## src/hdl/polynomial_eval_with_derivatives_unit_assert.svh

```systemverilog
// Assertion macros for the polynomial evaluation unit.
// The macros expect signals named clk and rst_n in the module that uses them.
`ifndef POLYNOMIAL_EVAL_WITH_DERIVATIVES_UNIT_ASSERT_SVH
`define POLYNOMIAL_EVAL_WITH_DERIVATIVES_UNIT_ASSERT_SVH

// Consequent checked in the same cycle as the antecedent.
`define PEDU_ASSERT_IMP(lbl, ante, cons) \
    lbl: assert property (@(posedge clk) disable iff (!rst_n) (ante) |-> (cons)) \
        else $error("pedu: same-cycle check failed");

// Consequent checked in the cycle after the antecedent.
`define PEDU_ASSERT_NEXT(lbl, ante, cons) \
    lbl: assert property (@(posedge clk) disable iff (!rst_n) (ante) |=> (cons)) \
        else $error("pedu: next-cycle check failed");

`endif

```

## src/hdl/pedu_pkg.sv

```systemverilog
// Package for the polynomial evaluation unit: data types, limits and helpers.
// No dependencies.
`timescale 1ns / 1ps

package pedu_pkg;

    localparam int NUM_COEFF  = 6;
    localparam int NUM_CHAINS = 3;
    localparam int ADDR_W     = 5;
    localparam int DATA_W     = 32;

    typedef logic signed [31:0] coeff_t;
    typedef logic signed [47:0] acc_t;
    typedef logic signed [63:0] prod_hi_t;
    typedef logic signed [64:0] prod_lo_t;
    typedef logic signed [65:0] sum_t;

    typedef enum logic [2:0] {
        REG_COEFF_0 = 3'd0,
        REG_COEFF_1 = 3'd1,
        REG_COEFF_2 = 3'd2,
        REG_COEFF_3 = 3'd3,
        REG_COEFF_4 = 3'd4,
        REG_COEFF_5 = 3'd5
    } reg_idx_t;

    localparam acc_t   ACC_MAX = 48'sh7FFF_FFFF_FFFF;
    localparam acc_t   ACC_MIN = 48'sh8000_0000_0000;
    localparam coeff_t OUT_MAX = 32'sh7FFF_FFFF;
    localparam coeff_t OUT_MIN = 32'sh8000_0000;

    typedef struct packed {
        coeff_t x;
        acc_t   val;
        acc_t   slp;
        acc_t   crv;
        logic   sat;
    } cell_data_t;

    typedef struct packed {
        acc_t val;
        acc_t slp;
        acc_t crv;
    } cell_coef_t;

    // Multiplies a coefficient by a small constant factor from the derivative rule.
    function automatic acc_t scale_coeff(coeff_t c, int unsigned k);
        return acc_t'(acc_t'(c) * acc_t'(k));
    endfunction

endpackage

```

## src/hdl/pedu_cfg.sv

```systemverilog
// Coefficient register file behind the APB-style configuration port.
// Depends on pedu_pkg.
`timescale 1ns / 1ps

module pedu_cfg (
    input  logic                          clk,
    input  logic                          rst_n,
    input  logic                          psel,
    input  logic                          penable,
    input  logic                          pwrite,
    input  logic [pedu_pkg::ADDR_W-1:0]   paddr,
    input  logic [pedu_pkg::DATA_W-1:0]   pwdata,
    output logic [pedu_pkg::DATA_W-1:0]   prdata,
    output logic                          pready,
    output pedu_pkg::coeff_t              coeff [pedu_pkg::NUM_COEFF]
);
    import pedu_pkg::*;

    coeff_t   coeff_reg [NUM_COEFF];
    reg_idx_t reg_idx;
    logic     wr_en;

    assign reg_idx = reg_idx_t'(paddr[ADDR_W-1:2]);
    assign wr_en   = psel && penable && pwrite;
    assign pready  = 1'b1;

    always_ff @(posedge clk or negedge rst_n)
    begin
        if (!rst_n)
        begin
            for (int i = 0; i < NUM_COEFF; i++)
            begin
                coeff_reg[i] <= '0;
            end
        end
        else if (wr_en)
        begin
            case (reg_idx)
                REG_COEFF_0: coeff_reg[0] <= pwdata;
                REG_COEFF_1: coeff_reg[1] <= pwdata;
                REG_COEFF_2: coeff_reg[2] <= pwdata;
                REG_COEFF_3: coeff_reg[3] <= pwdata;
                REG_COEFF_4: coeff_reg[4] <= pwdata;
                REG_COEFF_5: coeff_reg[5] <= pwdata;
                default:     ;
            endcase
        end
    end

    always_comb
    begin
        case (reg_idx)
            REG_COEFF_0: prdata = coeff_reg[0];
            REG_COEFF_1: prdata = coeff_reg[1];
            REG_COEFF_2: prdata = coeff_reg[2];
            REG_COEFF_3: prdata = coeff_reg[3];
            REG_COEFF_4: prdata = coeff_reg[4];
            REG_COEFF_5: prdata = coeff_reg[5];
            default:     prdata = '0;
        endcase
    end

    assign coeff = coeff_reg;

endmodule

```

## config.mk

```make
export PLATFORM = sky130hd
export DESIGN_NAME = pedu_cfg
export DESIGN_NICKNAME = d
export VERILOG_FILES = /design/src/hdl/polynomial_eval_with_derivatives_unit_assert.svh /design/src/hdl/pedu_pkg.sv /design/src/hdl/pedu_cfg.sv
export SDC_FILE = /design/constraint.sdc
export NUM_CORES = 1
export LEC_CHECK = 0
export BUFFER_PORTS_ARGS = -buffer_cell sky130_fd_sc_hd__buf_2
export CAP_MARGIN = 20
export CORE_UTILIZATION = 47
export DETAILED_ROUTE_END_ITERATION = 10
export PLACE_DENSITY = 0.82
export SYNTH_ARGS = -nofsm -noshare
export SYNTH_HDL_FRONTEND = slang
export SYNTH_SLANG_ARGS = --single-unit
```

## constraint.sdc

```tcl
create_clock -name clk -period 1.37 [get_ports clk]
set_input_delay 0.274 -clock clk [delete_from_list [all_inputs] [get_ports clk]]
set_output_delay 0.274 -clock clk [all_outputs]
set_load 0.005 [all_outputs]
```

* Yosys cells after proc, flatten, opt, wreduce, memory -nomap -nowiden *
Cells that the tools add are included.
Widths: inputs -> output; s select.

storage, ports and cells
  flip-flop bits (word level) = 192
  input port bits = 42
  output and inout bits = 225

operators by class
  eq/ne operators = 5
  mux-type cells = 1
  reductions and logical operators = 9

operators by type and width
  cell                count
  $pmux 32 s6         1
  $reduce_and 2->1    6
  $eq 3x2->1 const B  2
  $eq 3x3->1 const B  2
  $eq 3x1->1 const B  1
  $logic_not 3->1     1
  $logic_and 1x1->1   2

* Longest topological paths before layout *
  depth in word-level cells = 3
  mapped depth = 6
  gate-level depth less buffers = 3

* Worst setup path after synthesis *
No wires, ideal clock.

  path kind = in2reg
  start = input paddr[2] (netlist bit)
  end = register coeff_reg, in the netlist coeff[178]
  library setup time = 0.125 ns
  arrival = 1.375 ns
  data required time = 1.245 ns
  setup slack = -0.130 ns
  stages on the path = 5
  buffers on the path = 2
  cell sequence = buf_6 nand4b_4 nor3_4 buf_6 mux2_2

on the way
  longest elaborated chain between the ends = 2

RTL lines
  item                               line            source
  start, declared                    pedu_cfg.sv:11  input logic [pedu_pkg::ADDR_W-1:0] paddr,
  $logic_not 3->1                    pedu_cfg.sv:38  case (reg_idx)
  $reduce_and 2->1 (no source line)  n/a
  end, declared                      pedu_cfg.sv:19  coeff_t coeff_reg [NUM_COEFF];

Every way passes these cells.
A chain may end at the register's enable or synchronous reset.

* Worst setup path after layout *
  start = register coeff_reg, in the netlist coeff[160]
  end = output prdata[0] (netlist bit)

on the way
  longest elaborated chain between the ends = 1

RTL lines
  item           line            source
  $pmux 32 s6    pedu_cfg.sv:52  case (reg_idx)
  end, declared  pedu_cfg.sv:13  output logic [pedu_pkg::DATA_W-1:0] prdata,

Every way passes these cells.

==> flow_summary.json <==
{
  "drive_above_1_share_pct": 68.3,
  "max_stage_delay_ns": 0.39,
  "clock_sinks": 192,
  "setup_viol": 40,
  "p_clk_share_pct": 28.2,
  "yosysSeqAreaShare_pct": 53.8,
  "violations": "setup timing",
  "final_cell_mix": "buf_2, dfrtp_1, mux2_2",
  "wirelength_mm": 27.0,
  "yosys_warnings": 0,
  "dp_cells": 1175,
  "drt.antenna.violating_nets": 0,
  "yosysUniqueCellTypes": 28,
  "power_frac_seq_pct": 42.1,
  "cts_buffer_depth": 2,
  "port_buffers": 263,
  "syn-num-nets": 672,
  "gp_congestion": 0.813,
  "placed_area_um2": 11600,
  "pin_count": 267,
  "finalCritPeriodShare_pct": 136,
  "track_usage_pct": 27.5,
  "slew_viol_final": 0,
  "synth_top_cell_by_area": "dfrtp_1",
  "arrival_ns": 1.59,
  "max_clock_freq_ghz": 0.537,
  "hold_path_class": "in2reg",
  "fp.dieArea_um2": 19500,
  "routedWlPerCell_um": 21.7,
  "first_pass_iters": 6,
  "p_sw_mw": 5.20,
  "nets": 1042,
  "final_area_um2": 13000,
  "fp.dieH_um": 140,
  "cp_top_family": "flip-flops",
  "grt_start_max_net_pins": 45,
  "multiInputGateArea_um2": 4210,
  "syn_avg_cell_area_um2": 14.2,
  "largest_reg_flops": 192,
  "powerDensity_nw_per_um2": 1410,
  "cts_buffers": 17,
  "via_per_inst": 5.63,
  "cap_violations": 0,
  "setup_ws_ns": -0.493,
  "syn_area_um2": 8920,
  "final.setup_skew_ns": 0,
  "end_kind": "output pin",
  "crit_path_top_delay_cell": "dfrtp_1",
  "initial_core_util_pct": 47.9,
  "clk_transition_reported_paths_ns": 0.07,
  "internal-power_mw": 13.1,
  "path_cells": "mux2_4 > a221oi_2 > a31oi_1 > buf_2",
  "antenna_found_initial": 0,
  "path_class": "reg2out",
  "sw_frac_of_total_pct": 28.4,
  "status": "complete, but fails checks",
  "finalCriticalPeriod_ns": 1.86,
  "fill_cells": 1270,
  "post-dp-hpwl_mm": 18.1,
  "n_antenna_cell": 0,
  "synth.area.top_cells": "dfrtp_1, mux2_2, mux2i_1",
  "clk_latency_ns": 0.42,
  "path_buf_inv": 1,
  "vias": 7016,
  "regArea_um2": 4800,
  "rows": 50,
  "hold_viol_final": 0,
  "ctsHtreeMaxLevel": 4,
  "gr-total-overflow": 0,
  "critPathLaunchType": "register",
  "first_global_vias": 7212,
  "crit_required_ns": 1.10,
  "syn_to_final_growth_pct": 45.7,
  "max-vdd-ir-drop_uv": 859,
  "combPwrFrac_pct": 29.8,
  "drcViolationCount": 0,
  "layout_commonest_cell": "buf_2",
  "synthCells": 630,
  "critPathMaxFanout": 2,
  "drt_iter0_drc": 232,
  "rsz0062_at_grt": "true",
  "core_area_um2": 18600,
  "p_leak_nw": 6.49,
  "cts-root-buf": "clkbuf_16",
  "grt_pass1_wl_mm": 40.9,
  "synth_top_area_share_pct": 53.8,
  "cts_tree": "yes",
  "ys_seq_elements": 192,
  "fin_cells": 1246,
  "die_x_um": 140
}
[worst reg2reg max path, stage by stage, from the launching register on]
cell and delay, ns:
dfrtp_1 0.41, buf_6 0.12, buf_6 0.10, buf_6 0.11
mux2_2 0.24
[final timing paths]
kind                                              from                endpoint  slack (ns)  depth (start not counted)
worst max-delay path            coeff[160]$_DFFE_PN0P_               prdata[0]       -0.49                          4
worst min-delay path                        pwdata[13]  coeff[109]$_DFFE_PN0P_        0.15                          2
worst max register to register  coeff[169]$_DFFE_PN0P_  coeff[169]$_DFFE_PN0P_        0.28                          4
worst min register to register   coeff[68]$_DFFE_PN0P_   coeff[68]$_DFFE_PN0P_        0.53                          1
max in group asynchronous                        rst_n  coeff[132]$_DFFE_PN0P_        0.44                          3
min in group asynchronous                        rst_n  coeff[121]$_DFFE_PN0P_        0.37                          2
[timing repair]
item	in CTS	in global routing
pin swaps	9	1
endpoints found under the setup margin	37	73
cloned	0	0
endpoints found under the hold margin	32	0
gates resized for setup	37	76
hold buffers	1	0
setup buffers	37	28
[metrics by stage]
stage          setup TNS (ns)  util (%)  power (mW)  setup WS [ns]  hold WS, ns
3_5_place_dp           -74.47      62.0        12.2         -0.419        0.254
3_3_place_gp           -69.20      62.0        12.0         -0.400        0.249
2_1_floorplan           -6.55         -        9.71         -0.126      -0.0216
5_1_grt                -15.61      69.7        19.1         -0.553        0.141
4_1_cts                -13.25      67.7        17.9         -0.487        0.127
6_report               -13.30      69.7        18.3         -0.493        0.152
[cell type report]
cell class	count	area share [%]
flip-flops and latches	192	37.0
clock buffers	20	3.44
well taps	234	2.25
inverters	1	0.0289
repair buffers	398	23.7
clock inverters	11	1.19
multi-input cells	390	32.4
[kinds of logic (layout without fill, tap and decap cells)]
logic type             Yosys count  after routing  share of synthesized area (%)
multiplexers                   263            263                           32.8
other                            1              1                         0.0420
AND/OR/NAND/NOR                 66             66                           4.30
buffers and inverters           48            430                           3.94
AO/OA/AOI/OAI                   60             60                           5.10
flip-flops                     192            192                           53.8
[layer usage]
layer | global-route usage, % | vias to the layer above | part of all wire (%)
met1 | 34.4 | 3595 | 41
met5 | 0 | - | 0
li1 | - | 3074 | -
met2 | 46.4 | 299 | 50
met3 | 6.40 | 48 | 6.5
met4 | 9.95 | 0 | 2.3
[synth_stat cells]
cell      instances
a211oi_1          2
a21oi_1           6
a221oi_1         20
a311o_1           2
a31oi_1          19
and3b_1           3
buf_2            11
buf_4            16
buf_6            13
clkbuf_1          7
clkinv_1          1
conb_1            1
dfrtp_1         192
mux2_1            8
mux2_2          226
mux2i_1          29
nand2_1          39
nand2b_1          2
nand3_1           3
nand4_4           1
nand4b_4          1
nor2_1            3
nor2_4            4
nor2b_1           1
nor3_4            2
o221ai_1         10
o22a_1            1
or3_1             7
[power groups by stage]
stage,logic (mW),clock network [mW],registers (mW)
2_1_floorplan,2.00,0,7.71
3_3_place_gp,4.32,0,7.70
3_5_place_dp,4.45,0,7.77
4_1_cts,5.00,5.26,7.63
5_1_grt,5.84,5.47,7.82
6_report,5.45,5.16,7.70
Power figures use the tool's default switching activity.
