<file path="src/hdl/polynomial_eval_with_derivatives_unit_assert.svh">
// Assertion macros for the polynomial evaluation unit.
// The macros expect signals named clk and rst_n in the module that uses them.
`ifndef POLYNOMIAL_EVAL_WITH_DERIVATIVES_UNIT_ASSERT_SVH
`define POLYNOMIAL_EVAL_WITH_DERIVATIVES_UNIT_ASSERT_SVH

// Consequent checked in the same cycle as the antecedent.
`define PEDU_ASSERT_IMP(lbl, ante, cons) \
    lbl: assert property (@(posedge clk) disable iff (!rst_n) (ante) |-> (cons)) \
        else $error("pedu: same-cycle check failed");

// Consequent checked in the cycle after the antecedent.
`define PEDU_ASSERT_NEXT(lbl, ante, cons) \
    lbl: assert property (@(posedge clk) disable iff (!rst_n) (ante) |=> (cons)) \
        else $error("pedu: next-cycle check failed");

`endif

</file>
<file path="src/hdl/pedu_pkg.sv">
// Package for the polynomial evaluation unit: data types, limits and helpers.
// No dependencies.
`timescale 1ns / 1ps

package pedu_pkg;

    localparam int NUM_COEFF  = 6;
    localparam int NUM_CHAINS = 3;
    localparam int ADDR_W     = 5;
    localparam int DATA_W     = 32;

    typedef logic signed [31:0] coeff_t;
    typedef logic signed [47:0] acc_t;
    typedef logic signed [63:0] prod_hi_t;
    typedef logic signed [64:0] prod_lo_t;
    typedef logic signed [65:0] sum_t;

    typedef enum logic [2:0] {
        REG_COEFF_0 = 3'd0,
        REG_COEFF_1 = 3'd1,
        REG_COEFF_2 = 3'd2,
        REG_COEFF_3 = 3'd3,
        REG_COEFF_4 = 3'd4,
        REG_COEFF_5 = 3'd5
    } reg_idx_t;

    localparam acc_t   ACC_MAX = 48'sh7FFF_FFFF_FFFF;
    localparam acc_t   ACC_MIN = 48'sh8000_0000_0000;
    localparam coeff_t OUT_MAX = 32'sh7FFF_FFFF;
    localparam coeff_t OUT_MIN = 32'sh8000_0000;

    typedef struct packed {
        coeff_t x;
        acc_t   val;
        acc_t   slp;
        acc_t   crv;
        logic   sat;
    } cell_data_t;

    typedef struct packed {
        acc_t val;
        acc_t slp;
        acc_t crv;
    } cell_coef_t;

    // Multiplies a coefficient by a small constant factor from the derivative rule.
    function automatic acc_t scale_coeff(coeff_t c, int unsigned k);
        return acc_t'(acc_t'(c) * acc_t'(k));
    endfunction

endpackage

</file>
<file path="src/hdl/pedu_if.sv">


interface pedu_out_if;
    logic             valid;
    logic             ready;
    pedu_pkg::coeff_t value;
    pedu_pkg::coeff_t slope;
    pedu_pkg::coeff_t curvature;
    logic             saturated;

    modport source (output valid, output value, output slope, output curvature,
                    output saturated, input ready);
    modport sink   (input valid, input value, input slope, input curvature,
                    input saturated, output ready);
endinterface

</file>
<file path="src/hdl/pedu_out.sv">
// Output stage: clamps the three chains to 32 bits and holds the result item.
// Depends on pedu_pkg and pedu_if.
`timescale 1ns / 1ps

module pedu_out (
    input  logic                 clk,
    input  logic                 rst_n,
    input  logic                 in_valid,
    output logic                 in_ready,
    input  pedu_pkg::cell_data_t in_data,
    pedu_out_if.source           results
);
    import pedu_pkg::*;

    logic   out_valid_reg;
    coeff_t value_reg;
    coeff_t value_next;
    coeff_t slope_reg;
    coeff_t slope_next;
    coeff_t curv_reg;
    coeff_t curv_next;
    logic   sat_reg;
    logic   sat_next;

    function automatic coeff_t clip(acc_t a);
        if (a > acc_t'(OUT_MAX))
        begin
            return OUT_MAX;
        end
        else if (a < acc_t'(OUT_MIN))
        begin
            return OUT_MIN;
        end
        return coeff_t'(a);
    endfunction

    function automatic logic out_of_range(acc_t a);
        return (a > acc_t'(OUT_MAX)) || (a < acc_t'(OUT_MIN));
    endfunction

    always_comb
    begin
        value_next = clip(in_data.val);
        slope_next = clip(in_data.slp);
        curv_next  = clip(in_data.crv);
        sat_next   = in_data.sat || out_of_range(in_data.val)
                     || out_of_range(in_data.slp) || out_of_range(in_data.crv);
    end

    assign in_ready = !out_valid_reg || results.ready;

    always_ff @(posedge clk or negedge rst_n)
    begin
        if (!rst_n)
        begin
            out_valid_reg <= 1'b0;
        end
        else if (in_ready)
        begin
            out_valid_reg <= in_valid;
        end
    end

    always_ff @(posedge clk)
    begin
        if (in_ready && in_valid)
        begin
            value_reg <= value_next;
            slope_reg <= slope_next;
            curv_reg  <= curv_next;
            sat_reg   <= sat_next;
        end
    end

    assign results.valid     = out_valid_reg;
    assign results.value     = value_reg;
    assign results.slope     = slope_reg;
    assign results.curvature = curv_reg;
    assign results.saturated = sat_reg;

endmodule

</file>
<file path="src/flat_wrapper.sv">
// flat-port wrapper written by rule: the top's interface ports become plain ports
module pedu_out_flat import pedu_pkg::*;
  (clk, rst_n, in_valid, in_ready, in_data, results_valid, results_value, results_slope, results_curvature, results_saturated, results_ready);
  pedu_out_if results_i ();
  input  logic clk;
  input  logic rst_n;
  input  logic in_valid;
  output logic in_ready;
  input  pedu_pkg::cell_data_t in_data;
  output wire logic [$bits(results_i.valid)-1:0] results_valid;
  output wire logic [$bits(results_i.value)-1:0] results_value;
  output wire logic [$bits(results_i.slope)-1:0] results_slope;
  output wire logic [$bits(results_i.curvature)-1:0] results_curvature;
  output wire logic [$bits(results_i.saturated)-1:0] results_saturated;
  input wire logic [$bits(results_i.ready)-1:0] results_ready;
  assign results_valid = results_i.valid;
  assign results_value = results_i.value;
  assign results_slope = results_i.slope;
  assign results_curvature = results_i.curvature;
  assign results_saturated = results_i.saturated;
  assign results_i.ready = results_ready;
  pedu_out u_core (.clk(clk), .rst_n(rst_n), .in_valid(in_valid), .in_ready(in_ready), .in_data(in_data), .results(results_i));
endmodule
</file>
<file path="config.mk">
export PLATFORM = sky130hd
export DESIGN_NAME = pedu_out_flat
export DESIGN_NICKNAME = d
export VERILOG_FILES = /design/src/hdl/polynomial_eval_with_derivatives_unit_assert.svh /design/src/hdl/pedu_pkg.sv /design/src/hdl/pedu_if.sv /design/src/hdl/pedu_out.sv /design/src/flat_wrapper.sv
export SDC_FILE = /design/constraint.sdc
export NUM_CORES = 1
export LEC_CHECK = 0
export ABC_AREA = 1
export BUFFER_PORTS_ARGS = -buffer_cell sky130_fd_sc_hd__buf_2
export CAP_MARGIN = 20
export CORE_AREA = 2 2 110 112
export DETAILED_ROUTE_END_ITERATION = 8
export DIE_AREA = 0 0 112 114
export PLACE_DENSITY_LB_ADDON = 0.1
export SLEW_MARGIN = 20
export SYNTH_ARGS = -nofsm -noshare
export SYNTH_HDL_FRONTEND = slang
export SYNTH_SLANG_ARGS = --single-unit
</file>
<file path="constraint.sdc">
create_clock -name clk -period 16.55 [get_ports clk]
set_input_delay 3.31 -clock clk [delete_from_list [all_inputs] [get_ports clk]]
set_output_delay 3.31 -clock clk [all_outputs]
set_load 0.05 [all_outputs]
</file>
Yosys cells after proc, flatten, opt, wreduce, memory -nomap -nowiden. Index checks and enable logic that the tools add are counted. Widths: inputs -> output; s select.

$add $sub $neg: 0. Multiply operators: 0. Div/mod/pow operators: 0. Order comparisons: 6. Equal/unequal tests: 0. Shifts and indexed selects: 0. Mux-type cells: 15. Bitwise logic cells: 0. Reductions and logical operators: 9.

Operators with widths (count): $mux 32 (9); $gt 48x32->1 const B (3); $lt 48x32->1 const B (3); $logic_or 1x1->1 (7); $mux 1 (6); $logic_and 1x1->1 (1); $logic_not 1->1 (1).

Bits in registers: 98. Latch bits: 0. Bits in writable memories: 0. ROM bits: 0. Input port bits: 181. Output and inout port bits: 99. Logic and storage cells: 35. Memories kept: 0.

Logic depth before layout (Yosys ltp). Gate-level depths: netlist of run 1.

Word-level depth: 5. Gate-level depth with buffers: 8. Depth with buffers taken out: 8.

Worst setup path before layout of run 1. No wires, ideal clock.

Path type: input -> register. From: input in_valid. To: register u_core.curv_reg[0] (netlist: u_core.results.curvature[0]) (enable). Data arrival time: 8.035 ns. Required time: 15.966 ns. Setup slack: 7.932 ns. Cell stages on the path: 2. Path buffers: 0. Cells stage by stage: inv_1 a21oi_1.

Longest elaborated chain between the ends: 1.

RTL lines: start, declared (RTL line flat_wrapper.sv:7) `input logic in_valid;`; $logic_and 1x1->1 (RTL line pedu_out.sv:66) `if (in_ready && in_valid)`; end signal, assigned (RTL line pedu_out.sv:70) `curv_reg <= curv_next;`; end, declared (RTL line pedu_out.sv:20) `coeff_t curv_reg;`.

No other way between the ends. A chain may end at the register's enable or synchronous reset.

Worst setup path after layout of run 1.
From: input results_ready. To: output in_ready.

Longest elaborated chain between the ends: 1.

RTL lines: start, declared (RTL line flat_wrapper.sv:15) `input wire logic [$bits(results_i.ready)-1:0] results_ready;`; $logic_or 1x1->1 (RTL line pedu_out.sv:50) `assign in_ready = !out_valid_reg || results.ready;`; end, declared (RTL line flat_wrapper.sv:8) `output logic in_ready;`.

No other way between the ends.

==> results of run 1 <==
## power by group through the flow
stage	clock network [W]	registers (W)	logic, W
after floorplan	0	0.000348	0.0000270
after global placement	0	0.000299	0.000109
after detailed placement	0	0.000299	0.000111
after CTS	0.000207	0.000294	0.000111
after global routing	0.000216	0.000295	0.000118
final	0.000202	0.000294	0.000110
## cells by family after synthesis
family | Yosys count
flip-flops | 98
AND/OR/NAND/NOR | 223
buffers and inverters | 35
AO/OA/AOI/OAI | 66
## layer usage
| metal | track usage [%] | vias up | wire length, um |
|---|---|---|---|
| met3 | 5.74 | 33 | 1040 |
| met2 | 29.1 | 183 | 5560 |
| met4 | 10.2 | 0 | 417 |
| met1 | 20.0 | 1684 | 4620 |
| met5 | 0 | - | 0 |
| li1 | - | 1872 | - |
## cells in the mapped netlist
library cell and number:
nand3b_1 2, nand2_1 166, buf_6 3, a21oi_1 3
buf_2 6, inv_1 8, edfxtp_1 97, clkbuf_1 9
o21ai_1 12, nor2_2 4, o21ai_4 1, nand3_1 2
nand2_2 6, nor2_1 43, buf_4 9, o21ai_0 50
dfrtp_1 1
## tightest hold or removal path: cells and delay by family (launching register included)
family / cells / cell delay (ns)
flops: 1 / 0.43
simple gates: 2 / 0.16
## layout make-up
class | instances | area [um2]
clock buffer | 13 | 240
clock inverter | 3 | 40.0
fill | 1145 | 5800
inverter | 8 | 30.0
multi-input combinational | 289 | 1240
sequential | 98 | 2940
tap | 147 | 184
timing repair buffer | 248 | 1240
## metrics by stage
stage	utilization, %	setup WS (ns)	area [um2]	hold WS (ns)	std cells
4_1_cts	50.4	9.45	5900	0.633	806
2_1_floorplan	-	7.93	4350	1.13	422
3_3_place_gp	48.0	9.46	5620	0.552	790
3_5_place_dp	48.0	9.45	5620	0.618	790
5_1_grt	50.5	9.41	5920	0.659	806
6_report	50.5	9.46	5920	0.613	806
## how the worst max path moves through the flow
stage,from,to,slack (ns),cells past startpoint
3_5_place_dp,results_ready,in_ready,9.45,4
3_3_place_gp,results_ready,in_ready,9.46,4
6_report,results_ready,in_ready,9.46,4
2_1_floorplan,in_valid,u_core.results.curvature[0],7.93,2
4_1_cts,results_ready,in_ready,9.45,4
5_1_grt,results_ready,in_ready,9.41,4
==> results by group, run 1 <==
Timing
  – Endpoints failing hold: 0
  – Slew @ Worst Pin: 1.03 ns
  – Skew final: 0.00454 ns
  – Minimum clock period: 7.09 ns
  – Rel. slew slack: 31.1%
  – Finish-stage setup viols: 0
  – Period utilization: 42.9%
  – Fmax: 141 MHz
  – RSZ-0062 raised after global routing: false
  – Setup TNS: 0 ns
  – Fin. max-slew vios: 0

Route
  – Vias: 3772
  – Wire length per cell: 14.4 um
  – Final ANT Viol Nets: 0
  – Drt total wl: 11.6 mm
  – Total iterations of the first detailed-routing run: 6
  – DR vias/cell: 4.68
  – DRC viols: 0
  – DRT iter0 DRCs: 195

Die
  – Rows: 40
  – Die H: 114 um
  – Area of the die: 12800 um2
  – Chip Width: 112 um
  – Starting Density: 37.1%
  – Core Region: 11700 um2
  – Top Ports: 280

Worst hold path
  – Hold Path Depth: 2
  – HP Class: register to register
  – Hold EP: u_core.results.valid
  – Min-delay src: u_core.results.valid

Final layout
  – Most frequent cells in the layout: buf_2, nand2_1, edfxtp_1, o21ai_0, nor2_1
  – Layout cells sized above 1: 41.6%
  – P&R area growth vs syn: 36.1%
  – Nets@finish: 835
  – N_diodes: 0
  – Most common cell after layout, fill and taps aside: buf_2

Critical path
  – WP data required: 13.24 ns
  – Worst r2r path cells: 2
  – WS Path Type: input pin to output port
  – Crit path DAT: 3.78 ns
  – Critical path capture point type: output port
  – Setup slack, reg-to-reg: 14.17 ns
  – FF-to-FF Start: u_core.results.valid
  – Most used cell, CP: buf_2
  – Slowest CP cell: buf_2
  – Crit path cell chain: buf_2 -> inv_1 -> nand2_1 -> buf_2
  – Worst path buffer plus inverter count: 3
  – Delay-heaviest family, CP: buffers and inverters
  – Startpoint types: input pin
  – R2R Path End: u_core.results.saturated
  – Worst-path fanout max: 2
  – Critical Path Max Stage Delay: 0.21 ns

Global routing
  – Vias in the first global route: 3614
  – Initial antenna violation count: 0
  – First-pass GRT wire length: 17.3 mm
  – Gr ovfl total: 0
  – Largest net degree at the start of global routing: 76
  – Total track usage: 17.6%

Power and ir drop
  – LEAKAGE: 2.62 nW
  – Net load switching power: 0.000169 W
  – Total power after layout: 0.000606 W
  – Sequential Power Share: 48.5%
  – Sw frac: 27.9%
  – Clk network pwr share: 33.4%
  – Logic pwr share: 18.1%
  – Power Density: 102 nW/um2
  – Peak VDD IR: 0.0596 mV
  – P_int: 0.000437 W

Synth
  – Netlist cell types: 17
  – Syn_area_per_cell: 10.3 um2
  – Top cell type by total area after synthesis: edfxtp_1
  – Main combinational cell family by area after synthesis: simple AND/OR/NAND/NOR gates
  – Ranking of synthesized cells by area: edfxtp_1, nand2_1, o21ai_0, nor2_1, buf_4
  – Synth Area in Adders: 0%
  – Post-synthesis xor/xnor area fraction: 0%
  – Post-synthesis mux area share: 0%
  – Synth top area share: 67.0%
  – Post-synthesis register bit count: 98
  – Post-synthesis sequential area ratio: 67.6%
  – Synth Cell Area: 4350 um2
  – Post-Synthesis Cells: 422
  – Synth Area in Compound Gates: 7.86%
  – Post-synthesis simple-gate area fraction: 20.1%
  – Ys Warns: 0
  – Syn Nets: 603

Clock network
  – Worst skew pair latency: 0.34 ns
  – CTS Hold Bufs: 0
  – CTS clock-pin slew for the worst setup and hold paths: 0.06 ns
  – Clk Tree Root Cell: clkbuf_16
  – Post-CTS Setup Bufs: 0
  – Max Root-Sink Buffers: 2
  – CTS tree: done
  – Post-CTS sizing: 0
  – Clock net sink count: 98
  – CTS Buf Count: 9
  – H-tree depth: 3

Job
  – Number of max-cap violations: 0

Place
  – I/O Buffers: 247
  – Post-DP HPWL: 8.37 mm
  – GPL Wtd Cong: 0.765

Outcome
  – Outcome: finished clean
Power figures use the tool's default switching activity.
==> inputs of run 2 (changes only) <==
--- a/config.mk
+++ b/config.mk
@@ -5,12 +5,12 @@
 export SDC_FILE = /design/constraint.sdc
 export NUM_CORES = 1
 export LEC_CHECK = 0
-export ABC_AREA = 1
+export ABC_AREA = 0
 export BUFFER_PORTS_ARGS = -buffer_cell sky130_fd_sc_hd__buf_2
 export CAP_MARGIN = 20
-export CORE_AREA = 2 2 110 112
+export CORE_AREA = 2 2 109 111
 export DETAILED_ROUTE_END_ITERATION = 8
-export DIE_AREA = 0 0 112 114
+export DIE_AREA = 0 0 111 113
 export PLACE_DENSITY_LB_ADDON = 0.1
 export SLEW_MARGIN = 20
 export SYNTH_ARGS = -nofsm -noshare
==> constraint.sdc (replaced) <==
create_clock -name clk -period 7.35 [get_ports clk]
set_input_delay 1.47 -clock clk [delete_from_list [all_inputs] [get_ports clk]]
set_output_delay 1.47 -clock clk [all_outputs]
set_load 0.05 [all_outputs]
==> run 2 against run 1 <==
Net effect:
- count of clock-buffer cells in the layout decreased by 1
- clock skew increased by 0.0033 ns
- power increased by 120%
- final cell count decreased by 13%
- critical path depth decreased by 1
- sequential power increased by 120%
- worst setup slack got worse by 5.5 ns
- synthesized cell count decreased by 26%
- sequential share of layout area increased by 1.8 points
- wire length decreased by 9.8%
- design area decreased by 3.5%
==> results by group, run 2 <==
Global routing
  – GRT Max-Usage Layer: met2
  – Met1 GRT Util: 19.9% (-0.17 points)
  – Initial antenna violation count: 0 (unchanged)
  – Vias in the first global route: 3300 (-8.7%)
  – First-pass GRT wire length: 16.4 mm (-5.0%)
  – Met2 usage: 27.6% (-1.5 points)
  – Gr ovfl total: 0 (unchanged)
  – Global Route met3 Usage: 5.09% (-0.65 points)
  – Largest net degree at the start of global routing: 55 (-28%)
  – Total track usage: 16.6% (-0.98 points)

Synth
  – Most instantiated cells after synthesis: nand2_1, edfxtp_1, a21o_1, nand4_1, nor4_1
  – Top cell type by total area after synthesis: edfxtp_1
  – Netlist cell types: 21 (+4)
  – Ranking of synthesized cells by area: edfxtp_1, nand2_1, a21o_1, nand4_1, nor4_1
  – Syn_area_per_cell: 12.9 um2 (+26%)
  – Post-Synthesis Cells: 312 (-26%)
  – Post-synth EDFFs: 97 (unchanged)
  – Main flop type after synthesis: edfxtp_1
  – Synth Cell Area: 4040 um2 (-7.1%)
  – Most common cell in the netlist: nand2_1
  – Post-synthesis register bit count: 98 (unchanged)
  – Synth top area share: 72.1% (+5.1 points)
  – Syn Nets: 493 (-18%)
  – Post-synthesis sequential area ratio: 72.7% (+5.1 points)
  – Ys Warns: 0 (unchanged)
  – Async SR Flop Fraction: 1.02% (unchanged)

Die
  – Die H: 113 um (-0.88%)
  – Core Region: 11300 um2 (-3.7%)
  – Area of the die: 12500 um2 (-1.8%)
  – Top Ports: 280 (unchanged)
  – Starting Density: 35.8% (-1.3 points)
  – Rows: 39 (-2.5%)
  – Chip Width: 111 um (-0.89%)

Route
  – DR vias/cell: 4.74 (+1.3%)
  – Vias: 3341 (-11%)
  – Total iterations of the first detailed-routing run: 4 (-2)
  – DRT iter0 DRCs: 165 (-15%)
  – Drt total wl: 10.5 mm (-9.8%)
  – DRC viols: 0 (unchanged)
  – Final ANT Viol Nets: 0 (unchanged)
  – Wire length per cell: 14.9 um (+3.1%)

Final layout
  – Final instance area: 5710 um2 (-3.5%)
  – N_diodes: 0 (unchanged)
  – Most common cell after layout, fill and taps aside: buf_2
  – P&R area growth vs syn: 41.3%
  – Nets@finish: 738 (-12%)
  – Most frequent cells in the layout: buf_2, nand2_1, edfxtp_1, a21o_1, nand4_1
  – FILL cells: 1068 (-6.7%)
  – Layout cells sized above 1: 48.8% (+7.2 points)

Timing
  – Minimum clock period: 3.40 ns
  – Period utilization: 46.3%
  – Finish-stage setup viols: 0 (unchanged)
  – Slew @ Worst Pin: 0.704 ns (-0.327 ns)
  – Rel. slew slack: 53.1% (+22 points)
  – Endpoints failing hold: 0 (unchanged)
  – Fin. max-slew vios: 0 (unchanged)
  – RSZ-0062 raised after global routing: false
  – Fmax: 294 MHz
  – Skew final: 0.00782 ns (+0.00328 ns)
  – Setup TNS: 0 ns (unchanged)
  – Final Worst Setup Slack: 3.95 ns (-5.51 ns)

Worst hold path
  – HP Class: register to register

Clock network
  – Clk Tree Root Cell: clkbuf_16
  – CTS Hold Bufs: 0 (unchanged)
  – Post-CTS Setup Bufs: 0 (unchanged)
  – Clock net sink count: 98 (unchanged)
  – CTS Buf Count: 9 (unchanged)
  – Post-CTS sizing: 0 (unchanged)
  – Max Root-Sink Buffers: 2 (unchanged)
  – CTS clock-pin slew for the worst setup and hold paths: 0.07 ns (about the same)
  – H-tree depth: 3 (unchanged)
  – Worst skew pair latency: 0.33 ns (about the same)
  – CTS tree: done

Outcome
  – Outcome: finished clean

Critical path
  – Slowest CP cell: buf_2
  – Worst path buffer plus inverter count: 2 (-1)
  – Critical Path Max Stage Delay: 0.22 ns (about the same)
  – Worst-path fanout max: 3 (+1)
  – Delay-heaviest family, CP: buffers and inverters
  – Startpoint types: input pin
  – Crit path DAT: 1.93 ns (-1.85 ns)
  – Most used cell, CP: buf_2
  – Crit path cell chain: buf_2 -> nand2b_1 -> buf_2
  – Critical path capture point type: output port
  – WS Path Type: input pin to output port
  – WP data required: 5.88 ns (-7.36 ns)

Place
  – Post-DP HPWL: 7.66 mm (-8.5%)
  – I/O Buffers: 247 (unchanged)
  – GPL Wtd Cong: 0.865 (+13%)
  – Dpl ws: 3.95 ns (-5.50 ns)
  – Placed Instance Area: 5450 um2 (-3.0%)

Power and ir drop
  – P_int: 0.000949 W (+120%)
  – LEAKAGE: 2.64 nW (+0.74%)
  – Power Density: 231 nW/um2 (+130%)
  – Peak VDD IR: 0.128 mV (+110%)
  – Logic pwr share: 18.6% (+0.5 points)
  – Sw frac: 28.1% (+0.19 points)
  – Sequential Power Share: 50.0% (+1.5 points)
  – Net load switching power: 0.000371 W (+120%)
  – Clk network pwr share: 31.3% (-2.1 points)

Job
  – Number of max-cap violations: 0 (unchanged)
[run 2: cell types whose count changed after synthesis, moves of 9 or more]
cell and delta:
buf_4 -9, o21ai_1 -12, nand4_1 +12, nor4_1 +10
nand2_1 -42, nor2_1 -43, a21o_1 +31, o21ai_0 -50
[run 2: logic make-up (layout without fill, tap and decap cells)]
kind of cell / count (synthesis) / count (layout) / share of synthesized area, %
AOI/OAI and AO/OA: 37 / 37 / 7.96
buffers and inverters: 23 / 273 / 2.97
DFF: 98 / 98 / 72.7
and+or+nand+nor: 154 / 154 / 16.4
[run 2: cell type report]
class,count,area [um2],area share [%]
Clock buffer,12,236,4.14
Clock inverter,4,18.8,0.329
Inverter,2,7.51,0.131
Multi-Input combinational cell,191,1030,18.0
Sequential cell,98,2940,51.5
Tap cell,143,179,3.13
Timing Repair Buffer,255,1300,22.8
[run 2: per-layer routing]
metal	share of wire, %	wire [um]
met5	0	0
met4	2.6	273
met3	9.3	978
met2	49	5110
met1	39	4130
[run 2: per-stage QoR]
step | utilization (%) | total power (W) | hold WS (ns) | instances
2_1_floorplan | - | 0.000835 | 1.17 | 312
3_3_place_gp | 48.2 | 0.000916 | 0.511 | 687
3_5_place_dp | 48.4 | 0.000921 | 0.539 | 689
4_1_cts | 50.6 | 0.00134 | 0.552 | 705
5_1_grt | 50.6 | 0.00138 | 0.580 | 705
6_report | 50.6 | 0.00132 | 0.536 | 705
[run 2: worst paths after layout]
kind,to,depth (start not counted),start,slack [ns]
max reg2reg,u_core.results.slope[5],3,u_core.results.valid,5.22
min reg2reg,u_core.results.valid,2,u_core.results.valid,0.54
max in group asynchronous,u_core.results.valid,1,rst_n,6.37
min in group asynchronous,u_core.results.valid,1,rst_n,0.90
max,in_ready,3,results_ready,3.95
min,u_core.results.valid,2,u_core.results.valid,0.54
[run 2: power by group through the flow]
stage          sequential (W)  clock, W  combinational (W)
2_1_floorplan        0.000781         0          0.0000541
3_3_place_gp         0.000672         0           0.000244
3_5_place_dp         0.000673         0           0.000248
4_1_cts              0.000661  0.000429           0.000249
5_1_grt              0.000663  0.000451           0.000263
6_report             0.000661  0.000414           0.000246
[run 2: worst min-delay path, delay by kind of cell (launching register included)]
kind,cells,cell delay (ns)
flops,1,0.35
simple gates,2,0.15
==> inputs of run 3 (changes only) <==
--- a/config.mk
+++ b/config.mk
@@ -8,9 +8,9 @@
 export ABC_AREA = 0
 export BUFFER_PORTS_ARGS = -buffer_cell sky130_fd_sc_hd__buf_2
 export CAP_MARGIN = 20
-export CORE_AREA = 2 2 109 111
+export CORE_AREA = 2 2 108 110
 export DETAILED_ROUTE_END_ITERATION = 8
-export DIE_AREA = 0 0 111 113
+export DIE_AREA = 0 0 110 112
 export PLACE_DENSITY_LB_ADDON = 0.1
 export SLEW_MARGIN = 20
 export SYNTH_ARGS = -nofsm -noshare
==> constraint.sdc (replaced) <==
create_clock -name clk -period 2.7 [get_ports clk]
set_input_delay 0.54 -clock clk [delete_from_list [all_inputs] [get_ports clk]]
set_output_delay 0.54 -clock clk [all_outputs]
set_load 0.05 [all_outputs]
==> run 3 against run 2 <==
Net effect:
- utilization increased by 1.1 points
- wire length increased by 0.69%
- critical path depth increased by 2
- sequential share of layout area decreased by 0.61 points
- non-clock buffer count increased by 5
- register-to-register slack got worse by 4.1 ns
- power increased to 2.8 times the previous value
- design area increased by 1.2%
- count of clock-buffer cells in the layout unchanged
- die area decreased by 1.8%
==> results by group, run 3 (synthesized netlist as in run 2, its figures left out) <==
Outcome
  – Outcome: finished clean

Final layout
  – N_diodes: 0 (unchanged)
  – Reg area: 2940 um2 (unchanged)
  – Layout cells sized above 1: 48.9% (+0.099 points)
  – FILL cells: 1074 (+0.56%)
  – Nets@finish: 743 (+0.68%)
  – Most common cell after layout, fill and taps aside: buf_2
  – Core Util, Final: 51.7% (+1.1 points)
  – Multi-input logic area: 1030 um2 (unchanged)
  – Most frequent cells in the layout: buf_2, nand2_1, edfxtp_1, a21o_1, nand4_1
  – P&R area growth vs syn: 43.0%

Job
  – Number of max-cap violations: 0 (unchanged)

Power and ir drop
  – P_int: 0.00268 W (+180%)
  – Sequential Power Share: 48.6% (-1.4 points)
  – Sw frac: 27.4% (-0.69 points)
  – Peak VDD IR: 0.304 mV (+140%)
  – Net load switching power: 0.00101 W (+170%)
  – Power Density: 640 nW/um2 (+180%)
  – Total power after layout: 0.00370 W (+180%)
  – Logic pwr share: 18.4% (-0.2 points)
  – Clk network pwr share: 33.0% (+1.7 points)
  – LEAKAGE: 2.68 nW (+1.3%)

Critical path
  – WS Path Type: input pin to register
  – Worst-path fanout max: 32 (+29)
  – Crit path cell chain: buf_2 -> or4_4 -> o31ai_4 -> buf_4 -> nand4b_1
  – Critical Path Max Stage Delay: 0.54 ns (+0.32 ns)
  – Delay-heaviest family, CP: simple AND/OR/NAND/NOR gates
  – Crit path DAT: 1.87 ns (-0.06 ns)
  – WP data required: 2.76 ns (-3.12 ns)
  – Startpoint types: input pin
  – Slowest CP cell: or4_4
  – Worst path buffer plus inverter count: 2 (unchanged)
  – Critical path capture point type: register

Route
  – Total iterations of the first detailed-routing run: 4 (unchanged)
  – DR vias/cell: 4.62 (-2.4%)
  – Vias: 3283 (-1.7%)
  – Wire length per cell: 14.9 um (about the same)
  – Drt total wl: 10.6 mm (+0.69%)
  – DRT iter0 DRCs: 171 (+3.6%)
  – Final ANT Viol Nets: 0 (unchanged)
  – DRC viols: 0 (unchanged)

Global routing
  – Initial antenna violation count: 0 (unchanged)
  – First-pass GRT wire length: 15.9 mm (-3.2%)
  – Gr ovfl total: 0 (unchanged)
  – Largest net degree at the start of global routing: 42 (-24%)
  – Total track usage: 16.8% (+0.22 points)
  – Vias in the first global route: 3218 (-2.5%)

Clock network
  – Clock net sink count: 98 (unchanged)
  – CTS clock-pin slew for the worst setup and hold paths: 0.06 ns (about the same)
  – Post-CTS Setup Bufs: 0 (unchanged)
  – Clk Tree Root Cell: clkbuf_16
  – H-tree depth: 3 (unchanged)
  – CTS Buf Count: 9 (unchanged)
  – CTS tree: done
  – Max Root-Sink Buffers: 2 (unchanged)
  – Post-CTS sizing: 0 (unchanged)
  – Worst skew pair latency: 0.33 ns (about the same)

Timing
  – Fin. max-slew vios: 0 (unchanged)
  – Period utilization: 66.9%
  – Min Hold Slack: 0.414 ns (-0.122 ns)
  – Minimum clock period: 1.81 ns
  – Endpoints failing hold: 0 (unchanged)
  – Slew @ Worst Pin: 0.431 ns (-0.273 ns)
  – Fmax: 553 MHz
  – Rel. slew slack: 71.3% (+18 points)
  – RSZ-0062 raised after global routing: false
  – Setup TNS: 0 ns (unchanged)
  – Finish-stage setup viols: 0 (unchanged)
  – Skew final: 0.00359 ns (-0.00423 ns)

Die
  – Core Region: 11200 um2 (-0.87%)
  – Starting Density: 36.2% (+0.31 points)
  – Die H: 112 um (-0.88%)
  – Rows: 39 (unchanged)
  – Chip Width: 110 um (-0.90%)
  – Area of the die: 12300 um2 (-1.8%)
  – Top Ports: 280 (unchanged)

Place
  – I/O Buffers: 247 (unchanged)
  – Post-DP HPWL: 7.81 mm (+2.0%)
  – GPL Wtd Cong: 0.928 (+7.2%)

Worst hold path
  – HP Class: input pin to register
-- run 3: changes by cell type in the layout (fill, tap and decap cells not counted), sizes merged --
cell	delta
buf	+4
clkinv	-1
dlygate4sd3	+1
bufinv	+1
-- run 3: power by group through the flow --
| stage | clock (W) | combinational [W] | sequential, W |
|---|---|---|---|
| floorplan | 0 | 0.000148 | 0.00212 |
| global placement | 0 | 0.000677 | 0.00183 |
| detailed placement | 0 | 0.000683 | 0.00183 |
| CTS | 0.00126 | 0.000685 | 0.00180 |
| global route | 0.00132 | 0.000727 | 0.00180 |
| finish | 0.00122 | 0.000679 | 0.00180 |
-- run 3: layout make-up --
| type | count | area share [%] |
|---|---|---|
| clock inverters | 4 | 0.736 |
| well taps | 143 | 3.10 |
| multi-input cells | 191 | 17.8 |
| repair buffers | 260 | 23.3 |
| inverters | 2 | 0.130 |
| clock buffers | 12 | 4.09 |
| flip-flops and latches | 98 | 50.8 |
-- run 3: per-stage QoR --
stage	std cells	worst slack, ns	cell area, um2
finish	710	0.893	5780
global route	710	0.823	5780
CTS	710	0.894	5780
detailed placement	693	0.542	5490
global placement	693	0.544	5490
floorplan	312	0.396	4040
-- run 3: routing by layer --
layer | share of wire (%) | wire, um | track usage (%) | vias up
li1 | - | - | - | 1621
met1 | 40 | 4270 | 20.9 | 1503
met2 | 48 | 5090 | 27.1 | 140
met3 | 8.9 | 940 | 4.39 | 19
met4 | 2.5 | 263 | 7.85 | 0
met5 | 0 | 0 | 0 | -
-- run 3: repair_timing --
item | in CTS | in global routing
hold buffers | 1 | 0
endpoints found under the hold margin | 1 | 0
setup endpoints to repair | 0 | 0
-- run 3: path summary, 6_finish.rpt --
kind | from | endpoint | slack [ns] | depth (start not counted)
max | in_data[142] | u_core.results.saturated | 0.89 | 5
min | in_valid | u_core.results.valid | 0.41 | 2
max reg2reg | u_core.results.valid | u_core.results.value[11] | 1.12 | 3
min reg2reg | u_core.results.valid | u_core.results.valid | 0.55 | 2
max in group asynchronous | rst_n | u_core.results.valid | 2.10 | 2
min in group asynchronous | rst_n | u_core.results.valid | 0.51 | 2
